==> config.mk <==
export PLATFORM = sky130hd
export DESIGN_NAME = head_tail_checksum_deframer_top
export DESIGN_NICKNAME = d
export VERILOG_FILES = /design/src/rtl/hcd_pkg.sv /design/src/rtl/hcd_front.sv /design/src/rtl/hcd_queue.sv /design/src/rtl/hcd_back.sv /design/src/rtl/head_tail_checksum_deframer_top.sv
export SDC_FILE = /design/constraint.sdc
export NUM_CORES = 1
export LEC_CHECK = 0
export BUFFER_PORTS_ARGS = -buffer_cell sky130_fd_sc_hd__buf_2
export CORE_ASPECT_RATIO = 1.5
export CORE_MARGIN = 2
export CORE_UTILIZATION = 62
export DETAILED_ROUTE_END_ITERATION = 7
export GPL_ROUTABILITY_DRIVEN = 0
export PLACE_DENSITY = 0.78
export REMOVE_ABC_BUFFERS = 1
export SETUP_SLACK_MARGIN = 0.2
export SLEW_MARGIN = 20
export SYNTH_ARGS = -nofsm -noshare
export SYNTH_HDL_FRONTEND = slang
export SYNTH_SLANG_ARGS = --single-unit
==> constraint.sdc <==
create_clock -name clk -period 3.91 [get_ports clk]
set_input_delay 0 -clock clk [delete_from_list [all_inputs] [get_ports clk]]
set_output_delay 0 -clock clk [all_outputs]
set_load 0.1 [all_outputs]
==> src/rtl/hcd_pkg.sv <==
// ----------------------------------------------------------------------------
// hcd_pkg
// Shared types and constants for the head/tail checksum deframer.
// ----------------------------------------------------------------------------
package hcd_pkg;

  localparam int MAX_PAYLOAD = 32;
  localparam int ADDR_W      = $clog2(MAX_PAYLOAD);
  localparam int LEN_W       = $clog2(MAX_PAYLOAD + 1);
  localparam int ERR_W       = 16;
  localparam int CFG_IDX_W   = 2;

  localparam logic [LEN_W-1:0] LEN_MAX = LEN_W'(MAX_PAYLOAD);
  localparam logic [LEN_W-1:0] LEN_MIN = LEN_W'(1);
  localparam logic [ERR_W-1:0] ERR_MAX = {ERR_W{1'b1}};

  // Configuration register indexes.
  localparam logic [CFG_IDX_W-1:0] REG_HEAD_BYTE      = 2'd0;
  localparam logic [CFG_IDX_W-1:0] REG_TAIL_BYTE      = 2'd1;
  localparam logic [CFG_IDX_W-1:0] REG_PAYLOAD_LENGTH = 2'd2;

  typedef enum logic [1:0] {
    PH_HUNT    = 2'd0,
    PH_PAYLOAD = 2'd1,
    PH_CHECK   = 2'd2,
    PH_TAIL    = 2'd3
  } phase_t;

  typedef enum logic [1:0] {
    BK_IDLE = 2'd0,
    BK_READ = 2'd1,
    BK_LOAD = 2'd2
  } back_state_t;

  // Write into the payload store.
  typedef struct packed {
    logic              en;
    logic [ADDR_W-1:0] addr;
    logic [7:0]        data;
  } store_wr_t;

  // One verified frame waiting to be drained.
  typedef struct packed {
    logic [LEN_W-1:0] count;
    logic [ERR_W-1:0] errors;
  } cmd_t;

  // Queue status seen by the front and back.
  typedef struct packed {
    logic empty;
    logic full;
  } queue_status_t;

endpackage

==> src/rtl/hcd_front.sv <==
// ----------------------------------------------------------------------------
// hcd_front
// Accepts received bytes, tracks the frame phase, checks sum and tail,
// writes payload bytes to the store and queues verified frames.
// ----------------------------------------------------------------------------
module hcd_front (
  input  logic                         clk,
  input  logic                         rst,
  input  logic                         cfg_write,
  input  logic [hcd_pkg::CFG_IDX_W-1:0] cfg_index,
  input  logic [7:0]                   cfg_data,
  input  logic                         rx_valid,
  output logic                         rx_stall,
  input  logic [7:0]                   rx_byte,
  input  hcd_pkg::queue_status_t       q_status,
  input  logic                         back_busy,
  output logic                         push,
  output hcd_pkg::cmd_t                push_cmd,
  output hcd_pkg::store_wr_t           store_wr
);
  import hcd_pkg::*;

  logic [7:0]       head_byte;
  logic [7:0]       tail_byte;
  logic [LEN_W-1:0] payload_length;

  phase_t           phase;
  phase_t           phase_next;
  logic [LEN_W-1:0] byte_count;
  logic [LEN_W-1:0] count_inc;
  logic [LEN_W-1:0] eff_length;
  logic [7:0]       running_sum;
  logic             sum_ok;
  logic [ERR_W-1:0] errors_seen;
  logic             accept;
  logic             frame_good;
  logic             count_error;

  always_ff @(posedge clk) begin
    if (rst) begin
      head_byte      <= 8'd165;
      tail_byte      <= 8'd90;
      payload_length <= LEN_W'(8);
    end else if (cfg_write) begin
      case (cfg_index)
        REG_HEAD_BYTE:      head_byte      <= cfg_data;
        REG_TAIL_BYTE:      tail_byte      <= cfg_data;
        REG_PAYLOAD_LENGTH: payload_length <= cfg_data[LEN_W-1:0];
        default: ;
      endcase
    end
  end

  always_comb begin
    if (payload_length < LEN_MIN) begin
      eff_length = LEN_MIN;
    end else if (payload_length > LEN_MAX) begin
      eff_length = LEN_MAX;
    end else begin
      eff_length = payload_length;
    end
  end

  assign count_inc = byte_count + LEN_W'(1);

  // Payload bytes wait while an earlier frame still needs the store;
  // a tail byte waits for room in the queue.
  always_comb begin
    rx_stall = 1'b0;
    case (phase)
      PH_PAYLOAD: rx_stall = !q_status.empty || back_busy;
      PH_TAIL:    rx_stall = q_status.full;
      default:    rx_stall = 1'b0;
    endcase
  end

  assign accept     = rx_valid && !rx_stall;
  assign frame_good = (rx_byte == tail_byte) && sum_ok;

  always_comb begin
    phase_next = phase;
    if (accept) begin
      case (phase)
        PH_HUNT:    if (rx_byte == head_byte) phase_next = PH_PAYLOAD;
        PH_PAYLOAD: if (count_inc >= eff_length) phase_next = PH_CHECK;
        PH_CHECK:   phase_next = PH_TAIL;
        PH_TAIL:    phase_next = PH_HUNT;
        default:    phase_next = PH_HUNT;
      endcase
    end
  end

  always_comb begin
    push          = 1'b0;
    count_error   = 1'b0;
    store_wr.en   = 1'b0;
    store_wr.addr = byte_count[ADDR_W-1:0];
    store_wr.data = rx_byte;
    if (accept) begin
      case (phase)
        PH_HUNT:    count_error = (rx_byte != head_byte);
        PH_PAYLOAD: store_wr.en = 1'b1;
        PH_TAIL: begin
          push        = frame_good;
          count_error = !frame_good;
        end
        default: ;
      endcase
    end
  end

  assign push_cmd.count  = byte_count;
  assign push_cmd.errors = errors_seen;

  always_ff @(posedge clk) begin
    if (rst) begin
      phase       <= PH_HUNT;
      byte_count  <= '0;
      running_sum <= '0;
      sum_ok      <= 1'b0;
      errors_seen <= '0;
    end else begin
      phase <= phase_next;
      if (count_error && errors_seen != ERR_MAX) begin
        errors_seen <= errors_seen + ERR_W'(1);
      end
      if (accept) begin
        case (phase)
          PH_HUNT: begin
            byte_count  <= '0;
            running_sum <= '0;
            sum_ok      <= 1'b0;
          end
          PH_PAYLOAD: begin
            byte_count  <= count_inc;
            running_sum <= running_sum + rx_byte;
          end
          PH_CHECK: sum_ok <= (rx_byte == running_sum);
          PH_TAIL: begin
            byte_count  <= '0;
            running_sum <= '0;
            sum_ok      <= 1'b0;
          end
          default: ;
        endcase
      end
    end
  end

  // The store is never written while a queued or draining frame needs it.
  a_store_free: assert property (@(posedge clk) disable iff (rst)
    store_wr.en |-> (q_status.empty && !back_busy))
    else $error("payload store written while a frame is pending");

  a_push_room: assert property (@(posedge clk) disable iff (rst)
    push |-> !q_status.full)
    else $error("frame queued into a full queue");

  // A frame never holds more bytes than the store.
  a_count_bound: assert property (@(posedge clk) disable iff (rst)
    byte_count <= LEN_MAX)
    else $error("byte count beyond store depth");

endmodule

==> src/rtl/hcd_queue.sv <==
// ----------------------------------------------------------------------------
// hcd_queue
// Two-entry queue of verified frames between the front and the back.
// ----------------------------------------------------------------------------
module hcd_queue (
  input  logic                   clk,
  input  logic                   rst,
  input  logic                   push,
  input  hcd_pkg::cmd_t          push_cmd,
  input  logic                   pop,
  output hcd_pkg::cmd_t          head_cmd,
  output hcd_pkg::queue_status_t status
);
  import hcd_pkg::*;

  cmd_t       entries [2];
  logic       wr_ptr;
  logic       rd_ptr;
  logic [1:0] fill;

  assign head_cmd     = entries[rd_ptr];
  assign status.empty = (fill == 2'd0);
  assign status.full  = (fill == 2'd2);

  always_ff @(posedge clk) begin
    if (push) begin
      entries[wr_ptr] <= push_cmd;
    end
  end

  always_ff @(posedge clk) begin
    if (rst) begin
      wr_ptr <= 1'b0;
      rd_ptr <= 1'b0;
      fill   <= 2'd0;
    end else begin
      if (push) wr_ptr <= !wr_ptr;
      if (pop)  rd_ptr <= !rd_ptr;
      case ({push, pop})
        2'b10:   fill <= fill + 2'd1;
        2'b01:   fill <= fill - 2'd1;
        default: fill <= fill;
      endcase
    end
  end

  a_pop_nonempty: assert property (@(posedge clk) disable iff (rst)
    pop |-> !status.empty)
    else $error("pop from an empty frame queue");

endmodule

==> src/rtl/hcd_back.sv <==
// ----------------------------------------------------------------------------
// hcd_back
// Owns the payload store and drains one queued frame at a time, reading each
// byte from the store and then loading it into the output register.
// ----------------------------------------------------------------------------
module hcd_back (
  input  logic                       clk,
  input  logic                       rst,
  input  hcd_pkg::store_wr_t         store_wr,
  input  hcd_pkg::queue_status_t     q_status,
  input  hcd_pkg::cmd_t              head_cmd,
  output logic                       pop,
  output logic                       busy,
  output logic                       out_valid,
  input  logic                       out_stall,
  output logic [7:0]                 data_byte,
  output logic [hcd_pkg::ADDR_W-1:0] byte_index,
  output logic                       last,
  output logic [hcd_pkg::ERR_W-1:0]  error_count
);
  import hcd_pkg::*;

  logic [7:0]       store [MAX_PAYLOAD];
  logic [7:0]       rd_data;

  back_state_t      state;
  back_state_t      state_next;
  logic [ADDR_W-1:0] idx;
  logic [LEN_W-1:0] count;
  logic [ERR_W-1:0] errors;
  logic             out_free;
  logic             load;
  logic             is_last;

  always_ff @(posedge clk) begin
    if (store_wr.en) begin
      store[store_wr.addr] <= store_wr.data;
    end
  end

  always_ff @(posedge clk) begin
    if (state == BK_READ) begin
      rd_data <= store[idx];
    end
  end

  assign out_free = !out_valid || !out_stall;
  assign is_last  = ({1'b0, idx} + LEN_W'(1)) == count;

  always_comb begin
    state_next = state;
    case (state)
      BK_IDLE: if (!q_status.empty) state_next = BK_READ;
      BK_READ: state_next = BK_LOAD;
      BK_LOAD: if (out_free) state_next = is_last ? BK_IDLE : BK_READ;
      default: state_next = BK_IDLE;
    endcase
  end

  always_comb begin
    pop  = (state == BK_IDLE) && !q_status.empty;
    load = (state == BK_LOAD) && out_free;
    busy = (state != BK_IDLE);
  end

  always_ff @(posedge clk) begin
    if (rst) begin
      state     <= BK_IDLE;
      out_valid <= 1'b0;
    end else begin
      state <= state_next;
      if (load) begin
        out_valid <= 1'b1;
      end else if (!out_stall) begin
        out_valid <= 1'b0;
      end
    end
  end

  always_ff @(posedge clk) begin
    if (pop) begin
      idx    <= '0;
      count  <= head_cmd.count;
      errors <= head_cmd.errors;
    end else if (load) begin
      idx <= idx + ADDR_W'(1);
    end
    if (load) begin
      data_byte   <= rd_data;
      byte_index  <= idx;
      last        <= is_last;
      error_count <= errors;
    end
  end

  // While draining, the byte position stays inside the frame.
  a_idx_bound: assert property (@(posedge clk) disable iff (rst)
    (state != BK_IDLE) |-> ({1'b0, idx} < count))
    else $error("drain index beyond frame length");

  a_read_then_load: assert property (@(posedge clk) disable iff (rst)
    (state == BK_READ) |=> (state == BK_LOAD))
    else $error("store read not followed by a load");

endmodule

==> src/rtl/head_tail_checksum_deframer_top.sv <==
// ----------------------------------------------------------------------------
// head_tail_checksum_deframer_top
// Fixed-length frame deframer: head byte, payload, 8-bit sum, tail byte.
// ----------------------------------------------------------------------------
// The first payload byte of a verified frame reaches the output register
// after the tail byte's transaction, through the queue, store read and load.
// Throughput: received bytes are taken one per cycle while rx_stall is low;
// payload bytes of a new frame are held off while an earlier frame is queued
// or draining, and a tail byte waits for room in the queue. The drain
// sequencer reads the single-port store, then loads each byte for output.
// Reset (rst, synchronous, active high) returns the registers to their
// defaults, the deframer to head hunting and clears the error count and queue.
// ----------------------------------------------------------------------------
module head_tail_checksum_deframer_top (
  input  logic        clk,
  input  logic        rst,
  input  logic        cfg_write,
  input  logic [1:0]  cfg_index,
  input  logic [7:0]  cfg_data,
  input  logic        rx_valid,
  output logic        rx_stall,
  input  logic [7:0]  rx_byte,
  output logic        out_valid,
  input  logic        out_stall,
  output logic [7:0]  data_byte,
  output logic [4:0]  byte_index,
  output logic        last,
  output logic [15:0] error_count
);
  import hcd_pkg::*;

  // The front classifies every received byte: it hunts for the head, stores
  // the payload, checks the running sum and the tail, and counts rejected
  // bytes and frames. A verified frame becomes one queue entry carrying its
  // length and the error count at the moment its tail was accepted.
  store_wr_t     store_wr;
  cmd_t          push_cmd;
  cmd_t          head_cmd;
  queue_status_t q_status;
  logic          push;
  logic          pop;
  logic          back_busy;

  hcd_front u_front (
    .clk       (clk),
    .rst       (rst),
    .cfg_write (cfg_write),
    .cfg_index (cfg_index),
    .cfg_data  (cfg_data),
    .rx_valid  (rx_valid),
    .rx_stall  (rx_stall),
    .rx_byte   (rx_byte),
    .q_status  (q_status),
    .back_busy (back_busy),
    .push      (push),
    .push_cmd  (push_cmd),
    .store_wr  (store_wr)
  );

  // The queue lets the front keep hunting and counting errors while the
  // back is still draining an earlier frame.
  hcd_queue u_queue (
    .clk      (clk),
    .rst      (rst),
    .push     (push),
    .push_cmd (push_cmd),
    .pop      (pop),
    .head_cmd (head_cmd),
    .status   (q_status)
  );

  // The back owns the payload store and turns each queued frame into a run
  // of output transactions, the final one marked by last.
  hcd_back u_back (
    .clk         (clk),
    .rst         (rst),
    .store_wr    (store_wr),
    .q_status    (q_status),
    .head_cmd    (head_cmd),
    .pop         (pop),
    .busy        (back_busy),
    .out_valid   (out_valid),
    .out_stall   (out_stall),
    .data_byte   (data_byte),
    .byte_index  (byte_index),
    .last        (last),
    .error_count (error_count)
  );

endmodule
* After elaboration in Yosys (flattened, before gate mapping) *
Memory sizes are Yosys's and may differ from the RTL's. A register that Yosys moved wholly into a read port is not among the register bits.
Index checks and enable logic that the tools add are counted.

operators by class
  add/subtract/negate cells = 7
  $lt $le $gt $ge = 3
  equality and inequality tests = 21
  mux-type cells = 26
  reduce and logical (&&, ||, !) cells = 30

operator list
  kind                                                         count
  equality test 8 bit                                          3
  adder 16 x 1 -> 16 bit (second input constant)               1
  inequality test 16 bit (second input constant)               1
  one-hot mux 8 bit (2 select lines)                           1
  equality test 2 bit (second input constant)                  6
  two-way mux 1 bit                                            12
  two-way mux 6 bit                                            2
  one-hot mux 6 bit (2 select lines)                           1
  AND reduction 2 bit                                          6
  adder 8 bit                                                  1
  equality test 2 x 1 -> 1 bit (second input constant)         4
  zero test 2 bit                                              4
  two-way mux 2 bit                                            4
  inequality test 2 x 1 -> 1 bit (second input constant)       4
  inequality test 8 bit                                        1
  one-hot mux 2 bit (4 select lines)                           1
  nonzero test 2 bit                                           4
  zero test 1 bit                                              7
  adder 5 x 1 -> 6 bit (second input constant)                 1
  adder 6 x 1 -> 6 bit (second input constant)                 1
  equality test 6 bit                                          1
  greater-or-equal comparator 6 bit                            1
  greater-than comparator 6 bit (second input constant)        1
  less-than comparator 6 x 1 -> 1 bit (second input constant)  1
  11 further kinds                                             18

storage, ports and cells
  flip-flop bits (word level) = 97
  memory bits (writable) = 300
  input bits = 23
  output and inout port bits = 32
  logic and storage cells = 107
  memories kept = 2

memories
  name             words  width  rd ports  clocked after Yosys merged registers in  write ports  line             source
  u_back.store     32     8      1         1                                        1            hcd_back.sv:23   logic [7:0] store [MAX_PAYLOAD];
  u_queue.entries  2      22     1         1                                        1            hcd_queue.sv:16  cmd_t entries [2];

* Depth between registers and ports, before layout *
Gate-level depths: netlist of the first run.

  word-level depth = 9
  mapped depth = 11
  gate-level depth less buffers = 10

* Modules after synthesis *
A second synthesis of the first run with hierarchy kept.

unflattened totals
  cell total of the unflattened synthesis = 1,030
  area total of the unflattened synthesis = 17,222.8 um2

by module, submodules not included
  module     instances  cells each  area an instance (um2)
  hcd_back   1          558         12,154.2
  hcd_front  1          382         3,284.4
  hcd_queue  1          90          1,784.2

* Worst setup path before layout of the first run *
Ideal clock, no wire load.

  kind = register to register
  from = reg u_queue.fill[0]
  to = reg u_queue.fill[1]
  data arrival time = 3.489 ns
  data required time = 3.840 ns
  slack = 0.351 ns
  stages on the path, launching flop included = 6
  clock period less this slack = 3.559 ns
  path through = dfxtp_1 > nor2_1 > nor3_1 > ha_1 > or3_1 > a21oi_1

between the ends
  elaborated cells between the ends (all ways) = 15
  classes of those cells = add/sub: 2; eq/ne: 3; mux: 3; reduce/logical: 7

RTL lines
  item                                                                      line                                   source
  from (decl)                                                               hcd_queue.sv:19                        logic [1:0] fill;
  from (signal assigned)                                                    hcd_queue.sv:40                        2'b10: fill <= fill + 2'd1;
  from (signal assigned)                                                    hcd_queue.sv:41                        2'b01: fill <= fill - 2'd1;
  from (signal assigned)                                                    hcd_queue.sv:42                        default: fill <= fill;
  zero test 2 bit *                                                         hcd_queue.sv:22                        assign status.empty = (fill == 2'd0);
  zero test 1 bit *                                                         n/a
  logical AND 1 bit *                                                       hcd_back.sv:61                         pop = (state == BK_IDLE) && !q_status.empty;
  named net pop                                                             head_tail_checksum_deframer_top.sv:41  logic pop;
  equality test 2 x 1 -> 1 bit or equality test 2 bit (tied branches)       hcd_queue.sv:39                        case ({push, pop})
  one-hot mux 2 bit (2 select lines) or nonzero test 2 bit (tied branches)  n/a

The timed path passes the listed nets; every way through them passes the cells marked *.
A chain may end at the register's enable or synchronous reset.

* Final worst setup path of the first run *
  from = reg u_front.phase[1]
  to = mem u_back.store[8][5], enable pin

between the ends
  word-level cells in the longest chain between the ends = 7
  elaborated cells between the ends (all ways) = 9
  classes of those cells = eq/ne: 2; mux: 5; reduce/logical: 2

RTL lines
  item                                                                 line                               source
  from (decl)                                                          hcd_front.sv:27                    phase_t phase;
  from (signal assigned)                                               hcd_front.sv:123                   phase <= phase_next;
  equality test 2 bit or equality test 2 x 1 -> 1 bit (tied branches)  hcd_front.sv:70, hcd_front.sv:100
  one-hot mux 1 bit (2 select lines)                                   hcd_front.sv:70                    case (phase)
  zero test 1 bit                                                      hcd_front.sv:77                    assign accept = rx_valid && !rx_stall;
  logical AND 1 bit                                                    hcd_front.sv:77
  two-way mux 1 bit *                                                  hcd_front.sv:99                    if (accept) begin
  two-way mux 1 bit *                                                  hcd_back.sv:36                     if (store_wr.en) begin
  two-way mux 1 bit (implied by the code) *                            hcd_back.sv:37                     store[store_wr.addr] <= store_wr.data;
  to (decl)                                                            hcd_back.sv:23

Every way passes the cells marked *; elsewhere a longest branch is shown, timed or not.

==> results.md, run 1 <==
Status:
- The run finished with clean final reports.

Job:
- The tool flagged a number of max-cap violations equal to 0.

Worst setup path:
- STA puts the critical path data required time at 4.07 ns.
- Tracing the worst setup path back leads to its startpoint at u_front.phase[1].
- The length in cells of the worst reg-to-reg path is 6.
- The path type of the worst setup path is reg -> reg.
- The critical path's largest stage delay is 0.77 ns.
- The worst register-to-register path ends at u_back.store[8][5].
- The worst-path maximum fanout is 10.
- The capturing instance or port of the critical path is u_back.store[8][5].
- Data on the critical path arrives at its endpoint at 3.27 ns.
- The register-to-register path setup slack is roughly 0.8 ns.
- The slowest stage cell on the critical path is sky130_fd_sc_hd__nor2_1.
- The signal on the critical path passes through inv_1 > ha_1 > o21ai_0 > and3_1 > nand3_1 > nor2_1.
- STA classifies the critical path endpoint as a flip-flop.
- STA classifies the critical path startpoint as a flip-flop.
- The source of the worst register-to-register timing path is u_front.phase[1].

Placed design:
- Counting tap cells, the placed design contains a total of 1367 instances.
- The HPWL after detailed placement is about 22000 um.
- The placed instances occupy a cell area of 17800 um^2.
- During placement, the flow inserted port buffers numbering 54.

Floorplanning:
- The floorplan die area is a little under 30000 um^2.
- The die span in y is 207 um.
- The area of the placeable core is 27200 um^2.
- The initial core utilization is 0.628.
- 55 I/O pins were placed.
- The placement row count is 74.
- The die outline width is 140 um.

Routing:
- In the routed layout, each cell is associated on average with a via count of 6.22.
- For this block, the initial DRC count from the detailed router was 909.
- The first detailed-routing pass ran for 5 iterations.
- The count of nets left with antenna violations once routing finished came out at 0.
- The routed via count is 9057.
- The average detailed-routed wire length per instance is between 20 and 25 um.
- The final wirelength is 35800 um.
- The DRC violation count after routing is 0.

Power and ir drop:
- Summed over all cells, the static leakage comes to 0.00655 uW.
- The worst-case IR drop observed on VDD is around 0.00043 V.
- For this design the ratio of total power to cell area is 471 nW/um^2.
- The total chip power is 9090 uW.

Logic synthesis:
- In the synthesized netlist, the number of instances is 1000.
- The average footprint of a synthesized cell is 17.1 um^2.
- The fraction of synthesis flops using an asynchronous set or reset pin is 0.
- For this run, the leading register cell type out of synthesis is sky130_fd_sc_hd__edfxtp_1.
- The yosys synthesis warning count is 0.
- In this run the cell area of the synthesized design comes to 17100 um^2.
- After synthesis the netlist holds a flip-flop and latch count of between 400 and 500.
- The number of enable flip-flop cells after synthesis is 360.
- The fraction of the yosys area taken by sequential cells is 0.711.
- The number of distinct standard cells referenced by the synthesized netlist is 55.

Finish:
- The area of all placed cells without fillers is 19300 um^2.
- The synthesis-to-layout area growth is 12.9%.
- Across the whole layout, storage elements account for 12200 um^2.
- Summing all multi-input logic gate instances after layout gives 4700 um^2.
- For this run, the number of standard cells in the final layout without fillers is about 1500.
- The antenna diode count is 0.
- The number of fill cells is around 1700.
- The number of nets in the layout is roughly 1100.
- The proportion of layout cells with a drive suffix above 1 is 0.239.

Timing:
- Setup repair after global routing left no endpoint under its margin.
- For the final database, setup skew stands at about 0.022 ns.
- Setup violations remaining at the end of the flow were counted as 0.
- On the final layout, the worst hold slack is roughly 0.11 ns.
- Counting I/O delays and the setup requirement, the final critical path takes about 3.1 ns.
- The number of pins with negative max-slew slack in the final report was 0.
- The transition at the pin with the smallest max-transition slack is about 1.0 ns.
- The highest clock rate is 322 MHz.
- The remaining max-slew budget at the tightest pin is 0.308.
- In the finished design, the share of the clock period the worst path needs comes to 0.795.
- The final hold violation count is 0.

Hold path:
- The classification of the worst-slack hold path is in -> reg.

Clocking:
- The maximum buffer depth of the clock tree is 3.
- Hold repair after CTS inserted 21 buffers.
- The CTS tree is yes.
- After clock tree synthesis, the clock-pin slew on the worst setup and hold paths is approximately 0.07 ns.
- The latest clock arrival within the worst-skew pair is approximately 0.54 ns.
- The quantity of gates resized following cts is 0.
- The tree is rooted in a sky130_fd_sc_hd__clkbuf_16.
- The H-tree was split into 2 levels.
- In this run, CTS created clock tree buffers numbering 38.
- The clock sink count is 427.
- The number of setup buffers added after CTS is 0.

GRT:
- The overall overflow remaining after global route is 0.
- The largest net degree at the start of global routing is 48.
- The via count of the first global-routing pass came to between 9000 and 10000.
- The first global-routing pass estimated 55300 um of wire.
- The initial antenna violation count was 0.
- The aggregate global-route resource usage is 0.253.
worst max-delay path: cells and delay by family, from the launching register on:
family / cells / cell delay [ns]
fa+ha+maj: 1 / 0.32
flops: 1 / 0.39
buf+inv: 1 / 0.08
simple gates: 3 / 1.67
compound gates: 1 / 0.26
sequential cells by signal (all words and copies together) (netlist names), 6 cells and up:
name,count
u_back.count,6
u_back.data_byte,8
u_back.error_count,16
u_back.errors,16
u_back.rd_data,8
u_back.store,256
u_front.byte_count,6
u_front.errors_seen,16
u_front.head_byte,8
u_front.payload_length,6
u_front.running_sum,8
u_front.tail_byte,8
u_queue.entries,44
per-stage QoR:
stage / util / setup TNS (ns) / setup WS, ns
3_3_place_gp: 0.652 / 0 / 1.03
2_1_floorplan: - / -5.14 / -0.580
6_report: 0.709 / 0 / 0.803
3_5_place_dp: 0.652 / 0 / 0.906
4_1_cts: 0.709 / 0 / 0.859
5_1_grt: 0.709 / 0 / 0.623
power by group:
group / switching (uW) / internal, uW
Sequential: 11.1 / 4920
Combinational: 126 / 58.7
Clock: 1630 / 2350
Total: 1760 / 7330
synth_stat cells (2+ instances only):
cell | instances | area [um^2]
sky130_fd_sc_hd__buf_2 | 7 | 35.0
sky130_fd_sc_hd__o21ai_0 | 7 | 35.0
sky130_fd_sc_hd__nand4_1 | 13 | 81.3
sky130_fd_sc_hd__a21oi_1 | 31 | 155
sky130_fd_sc_hd__mux2i_1 | 18 | 180
sky130_fd_sc_hd__buf_6 | 2 | 22.5
sky130_fd_sc_hd__nor3_1 | 5 | 25.0
sky130_fd_sc_hd__o21bai_1 | 2 | 15.0
sky130_fd_sc_hd__nor4b_1 | 2 | 17.5
sky130_fd_sc_hd__nor2b_1 | 9 | 56.3
sky130_fd_sc_hd__nor2_1 | 90 | 338
sky130_fd_sc_hd__a211oi_1 | 4 | 30.0
sky130_fd_sc_hd__nor3b_1 | 3 | 22.5
sky130_fd_sc_hd__nand2b_1 | 3 | 18.8
sky130_fd_sc_hd__dfxtp_1 | 67 | 1340
sky130_fd_sc_hd__ha_1 | 24 | 300
sky130_fd_sc_hd__or3_1 | 2 | 12.5
sky130_fd_sc_hd__or2_2 | 5 | 31.3
sky130_fd_sc_hd__a21o_1 | 5 | 37.5
sky130_fd_sc_hd__nand2_1 | 56 | 210
sky130_fd_sc_hd__a31o_2 | 2 | 17.5
sky130_fd_sc_hd__nand3_1 | 33 | 165
sky130_fd_sc_hd__and3_1 | 11 | 68.8
sky130_fd_sc_hd__and4_1 | 4 | 35.0
sky130_fd_sc_hd__nor4_1 | 2 | 12.5
sky130_fd_sc_hd__mux4_2 | 80 | 1800
sky130_fd_sc_hd__xor2_1 | 11 | 96.3
sky130_fd_sc_hd__o31ai_2 | 2 | 25.0
sky130_fd_sc_hd__buf_1 | 9 | 33.8
sky130_fd_sc_hd__clkbuf_1 | 25 | 93.8
sky130_fd_sc_hd__edfxtp_1 | 360 | 10800
sky130_fd_sc_hd__nand3b_1 | 4 | 30.0
sky130_fd_sc_hd__inv_1 | 13 | 48.8
sky130_fd_sc_hd__xnor2_1 | 34 | 298
sky130_fd_sc_hd__mux2_2 | 35 | 394
routing by layer:
layer | part of all wire | vias to the layer above | GRT usage
met3 | 0.057 | 67 | 0.0376
met5 | 0 | - | 0
met1 | 0.38 | 4601 | 0.328
li1 | - | 4041 | -
met4 | 0.029 | 0 | 0.0790
met2 | 0.54 | 348 | 0.444
cell type report:
type	count	area share
Timing Repair Buffer	91	0.0324
Multi-Input combinational cell	514	0.244
Sequential cell	427	0.630
Inverter	14	0.00272
Clock buffer	48	0.0556
Tap cell	342	0.0222
Clock inverter	21	0.0135
layout by cell type (no fill, tap or decap), types with 3 or more instances in the layout:
| cell type | n |
|---|---|
| sky130_fd_sc_hd__buf_2 | 54 |
| sky130_fd_sc_hd__clkbuf_16 | 41 |
| sky130_fd_sc_hd__xnor2_1 | 34 |
| sky130_fd_sc_hd__a21oi_1 | 30 |
| sky130_fd_sc_hd__clkbuf_1 | 5 |
| sky130_fd_sc_hd__edfxtp_1 | 360 |
| sky130_fd_sc_hd__ha_1 | 24 |
| sky130_fd_sc_hd__buf_4 | 14 |
| sky130_fd_sc_hd__nand2b_1 | 3 |
| sky130_fd_sc_hd__a211oi_1 | 4 |
| sky130_fd_sc_hd__clkinv_1 | 6 |
| sky130_fd_sc_hd__nand3_1 | 33 |
| sky130_fd_sc_hd__dfxtp_1 | 64 |
| sky130_fd_sc_hd__mux2i_1 | 18 |
| sky130_fd_sc_hd__xor2_1 | 11 |
| sky130_fd_sc_hd__inv_1 | 13 |
| sky130_fd_sc_hd__or2_2 | 5 |
| sky130_fd_sc_hd__nor2_1 | 88 |
| sky130_fd_sc_hd__nand4_1 | 13 |
| sky130_fd_sc_hd__nand2_1 | 56 |
| sky130_fd_sc_hd__mux2_2 | 35 |
| sky130_fd_sc_hd__nand3b_1 | 4 |
| sky130_fd_sc_hd__dlygate4sd3_1 | 21 |
| sky130_fd_sc_hd__nor2b_1 | 9 |
| sky130_fd_sc_hd__nor3_1 | 4 |
| sky130_fd_sc_hd__mux4_2 | 80 |
| sky130_fd_sc_hd__bufinv_16 | 6 |
| sky130_fd_sc_hd__a21o_1 | 5 |
| sky130_fd_sc_hd__and3_1 | 11 |
| sky130_fd_sc_hd__o21ai_0 | 7 |
| sky130_fd_sc_hd__nor3b_1 | 3 |
| sky130_fd_sc_hd__and4_1 | 4 |
| sky130_fd_sc_hd__clkinv_2 | 6 |
logic make-up (layout without fill, tap and decap cells):
| logic type | count (synthesis) | count (layout) | synth area share |
|---|---|---|---|
| AO/OA/AOI/OAI | 67 | 67 | 0.0264 |
| XOR/XNOR | 45 | 45 | 0.0231 |
| adder cells (fa/ha/maj) | 25 | 25 | 0.0187 |
| buffers and inverters | 59 | 174 | 0.0152 |
| flip-flops | 427 | 427 | 0.711 |
| multiplexers | 133 | 133 | 0.139 |
| AND/OR/NAND/NOR | 244 | 244 | 0.0667 |
worst min path at each step:
stage | startpoint | cells after the start | slack, ns | end
5_1_grt | cfg_write | 5 | 0.12 | u_front.head_byte[0]
2_1_floorplan | rst | 1 | 0.07 | u_back.out_valid
6_report | cfg_write | 5 | 0.11 | u_front.head_byte[0]
3_3_place_gp | cfg_data[3] | 3 | 0.25 | u_front.payload_length[3]
4_1_cts | cfg_write | 5 | 0.09 | u_front.head_byte[0]
3_5_place_dp | cfg_data[3] | 3 | 0.26 | u_front.payload_length[3]
Note: power is estimated with default switching activity, not from simulation.
==> run 2: changes to the inputs <==
==> constraint.sdc (replaced) <==
create_clock -name clk -period 3 [get_ports clk]
set_input_delay 0 -clock clk [delete_from_list [all_inputs] [get_ports clk]]
set_output_delay 0 -clock clk [all_outputs]
set_load 0.1 [all_outputs]
==> run 2 against run 1 <==
Clock power rose by 16%. Worst setup slack worse by 0.41 ns. Sequential share of layout area down 0.54 points.
==> results.md, run 2 (same netlist as run 1, synthesis figures left out) <==
Hold path:
- The worst hold path begins at rx_byte[3].
- The worst hold path belongs to the class in -> reg.
- The instance count along the most critical hold path was 1 (-4).
- The worst hold path terminates at u_back.store[31][3].

Routing:
- The DRC violation count after routing is 0 (unchanged).
- The average vias per placed instance is 6.06 (-2.6%).
- The first-iteration detailed-routing DRC count is 650 (-28%).
- The number of optimization iterations in the first detailed-route pass is 5 (unchanged).
- The routed via count was 9047 (-0.11%).
- The average detailed-routed wire length per instance came to 22.7 um (-7.6%).
- The antenna violation net count after detailed routing came to 0 (unchanged).
- The final wirelength is 33900 um (-5.3%).

Timing:
- The maximum clock skew at final layout is 0.0219 ns (-0.000442 ns).
- The final-layout worst hold slack is 0.0211 ns (-0.0919 ns).
- Setup repair after global routing left no endpoint under its margin.
- The summed negative setup slack over all endpoints came to 0 ns (unchanged).
- The number of pins with negative max-slew slack in the final report is 0 (unchanged).
- The count of endpoints failing setup in the final report is 0 (unchanged).
- The remaining max-slew budget at the tightest pin is 0.278 (-0.0301).
- The final hold violation count is 0 (unchanged).
- The transition at the pin with the smallest max-transition slack came to 1.08 ns (+0.0452 ns).
- The ratio of final minimum period to clock period is 0.870 (+0.0748).
- The clock period minus final worst setup slack is 2.61 ns (-0.499 ns).
- The highest clock rate came to 383 MHz (+19%).

Floorplanning:
- The area of the placeable core came to 27200 um^2 (unchanged).
- The floorplan die area is 28900 um^2 (unchanged).
- The die outline width is 140 um (unchanged).
- The placement row count came to 74 (unchanged).
- The initial core utilization is 0.628 (unchanged).
- The die span in y came to 207 um (unchanged).
- The total I/O pin count came to 55 (unchanged).

Finish:
- The number of nets in the layout was 1174 (+3.5%).
- Relative to the synthesized area, the layout overhead comes to 13.9%.
- The flip-flop count of the largest register after layout was 256 (unchanged).
- The library cells used most frequently in the layout, excluding fill and tap cells, are sky130_fd_sc_hd__edfxtp_1 (360), sky130_fd_sc_hd__nor2_1 (88), sky130_fd_sc_hd__mux4_2 (80).
- The library cell used most frequently in the layout, excluding fill and tap cells, is sky130_fd_sc_hd__edfxtp_1.
- The register ranked first by flip-flop count is u_back.store.
- The end-of-flow core utilization is 0.715 (+0.00611).
- The number of fill cells is 1715 (-1.5%).
- The largest registers in the layout are u_back.store x256, u_queue.entries x44.
- The proportion of layout cells with a drive suffix above 1 is 0.264 (+0.0253).
- The antenna diode count is 0 (unchanged).
- The area of all placed cells without fillers came to 19500 um^2 (+0.86%).

Power and ir drop:
- The clock power share is 0.408 (-0.029).
- The total internal power is 9080 uW (+24%).
- The power per standard cell area is 578 nW/um^2 (+23%).
- The total chip power was 11300 uW (+24%).
- The combinational group share of total power is 0.021 (about the same).
- The leakage dissipation is 0.00671 uW (+2.3%).
- The switching portion of total power came to 0.194 (-0.000316).
- The switching component of the power is 2180 uW (+24%).
- The worst vdd rail ir drop was 0.000576 V (+34%).
- The sequential share of power is 0.571 (+0.029).

Clocking:
- The latest clock arrival within the worst-skew pair is 0.54 ns (about the same).
- The clock-pin slew on the worst setup and hold paths came to 0.07 ns (about the same).
- The clock sink count is 427 (unchanged).
- The total CTS buffers came to 38 (unchanged).
- CTS placed an instance of sky130_fd_sc_hd__clkbuf_16 at the clock tree root.
- The number of setup buffers added after CTS is 0 (unchanged).
- TritonCTS built the clock tree.
- The count of H-tree levels built during CTS is 2 (unchanged).
- The maximum buffer depth of the clock tree is 3 (unchanged).

Worst setup path:
- The endpoint identified for the worst register-to-register timing path is u_front.errors_seen[5].
- The critical path is of the reg -> reg type.
- The total buffers and inverters traversed by the critical path is 2 (+1).
- The required time of the worst setup path is 3.42 ns (-0.65 ns).
- Walking the worst path, the cells encountered are inv_1 > ha_1 > o31ai_2 > nand4_1 > a211o_1 > a21oi_2 > buf_4 > nand4_1 > mux2_2.
- The register-to-register path setup slack is 0.39 ns (-0.41 ns).
- The critical path's largest stage delay is 0.39 ns (-0.38 ns).
- The largest individual stage delay along the critical path comes from the cell sky130_fd_sc_hd__a211o_1.
- The worst-path maximum fanout was 10 (unchanged).
- The worst setup path is launched from a flip-flop.
- STA classifies the critical path endpoint as a flip-flop.
- The most frequent cell on the critical path is sky130_fd_sc_hd__nand4_1.
- The source of the worst register-to-register timing path is u_front.phase[1].
- The data arrival at the endpoint of the critical path is 3.03 ns (-0.24 ns).
- The cell class contributing the biggest share of worst-path delay is compound AO/OA/AOI/OAI gates.
- The length in cells of the worst reg-to-reg path is 9 (+3).

Placed design:
- The count of buffers inserted at the top-level ports came to 54 (unchanged).
- The post-place instance area is 18100 um^2 (+2.1%).
- The HPWL after detailed placement was 22000 um (-0.45%).

GRT:
- The largest net degree at the start of global routing came to 41 (-15%).
- The overall overflow remaining after global route is 0 (unchanged).
- The initial antenna violation count was 0 (unchanged).
- The via count of the first global-routing pass is 9410 (+2.0%).
- The first-pass GRT wire length came to 52800 um (-4.5%).
- The aggregate global-route resource usage is 0.240 (-0.0127).

Status:
- The flow ran to the end, and the final reports show no timing, DRC or antenna violations.

Job:
- The reported max-cap violation count is 0 (unchanged).
==> run 2: cell type report <==
| class | instances | area (um^2) | area share |
|---|---|---|---|
| clock buffers | 48 | 1020 | 0.0524 |
| inverters | 14 | 52.6 | 0.00270 |
| multi-input cells | 514 | 4700 | 0.242 |
| clock inverters | 18 | 153 | 0.00784 |
| flip-flops and latches | 427 | 12200 | 0.625 |
| well taps | 342 | 428 | 0.0220 |
| repair buffers | 131 | 953 | 0.0490 |
==> run 2: what timing repair did <==
| action | 4_1_cts | 5_1_grt |
|---|---|---|
| endpoints found under the setup margin | 0 | 1 |
| hold buffers | 17 | 0 |
| gates resized for setup | 0 | 1 |
| hold endpoints to repair | 78 | 0 |
==> run 2: metal layers <==
metal	GRT usage	vias to the layer above	wire (um)
met5	0	-	0
li1	-	4119	-
met4	0.0969	0	1280
met1	0.283	4597	12300
met2	0.440	254	19000
met3	0.0355	77	1360
==> run 2: power groups by stage <==
stage                     Clock, uW  Combinational [uW]  Sequential [uW]
final                          4600                 236             6420
after global routing           4920                 257             6420
after CTS                      4700                 236             6420
after detailed placement          0                 217             6550
after global placement            0                 206             6550
after floorplan                   0                84.5             6550
==> run 2: metrics by stage <==
step           worst slack, ns  instances
6_report                 0.391       1494
5_1_grt                  0.228       1494
4_1_cts                  0.379       1494
3_5_place_dp             0.402       1411
3_3_place_gp             0.499       1411
2_1_floorplan            -1.49        955
==> run 2: worst max path at each step <==
| stage | start | end | slack (ns) | cells past startpoint |
|---|---|---|---|---|
| after floorplan | u_back.idx[0] | u_back.rd_data[0] | -1.49 | 3 |
| after global routing | u_front.phase[1] | u_front.errors_seen[5] | 0.23 | 9 |
| after CTS | u_front.phase[1] | u_queue.fill[1] | 0.38 | 8 |
| after global placement | u_front.phase[1] | u_front.errors_seen[5] | 0.50 | 9 |
| final | u_front.phase[1] | u_front.errors_seen[5] | 0.39 | 9 |
| after detailed placement | u_front.phase[1] | u_queue.fill[1] | 0.40 | 8 |
==> run 2: worst register-to-register path, cell delays in order (launching register included) <==
cell	delay [ns]
sky130_fd_sc_hd__dfxtp_1	0.38
sky130_fd_sc_hd__inv_1	0.08
sky130_fd_sc_hd__ha_1	0.32
sky130_fd_sc_hd__o31ai_2	0.13
sky130_fd_sc_hd__nand4_1	0.22
sky130_fd_sc_hd__a211o_1	0.39
sky130_fd_sc_hd__a21oi_2	0.35
sky130_fd_sc_hd__buf_4	0.23
sky130_fd_sc_hd__nand4_1	0.11
sky130_fd_sc_hd__mux2_2	0.30
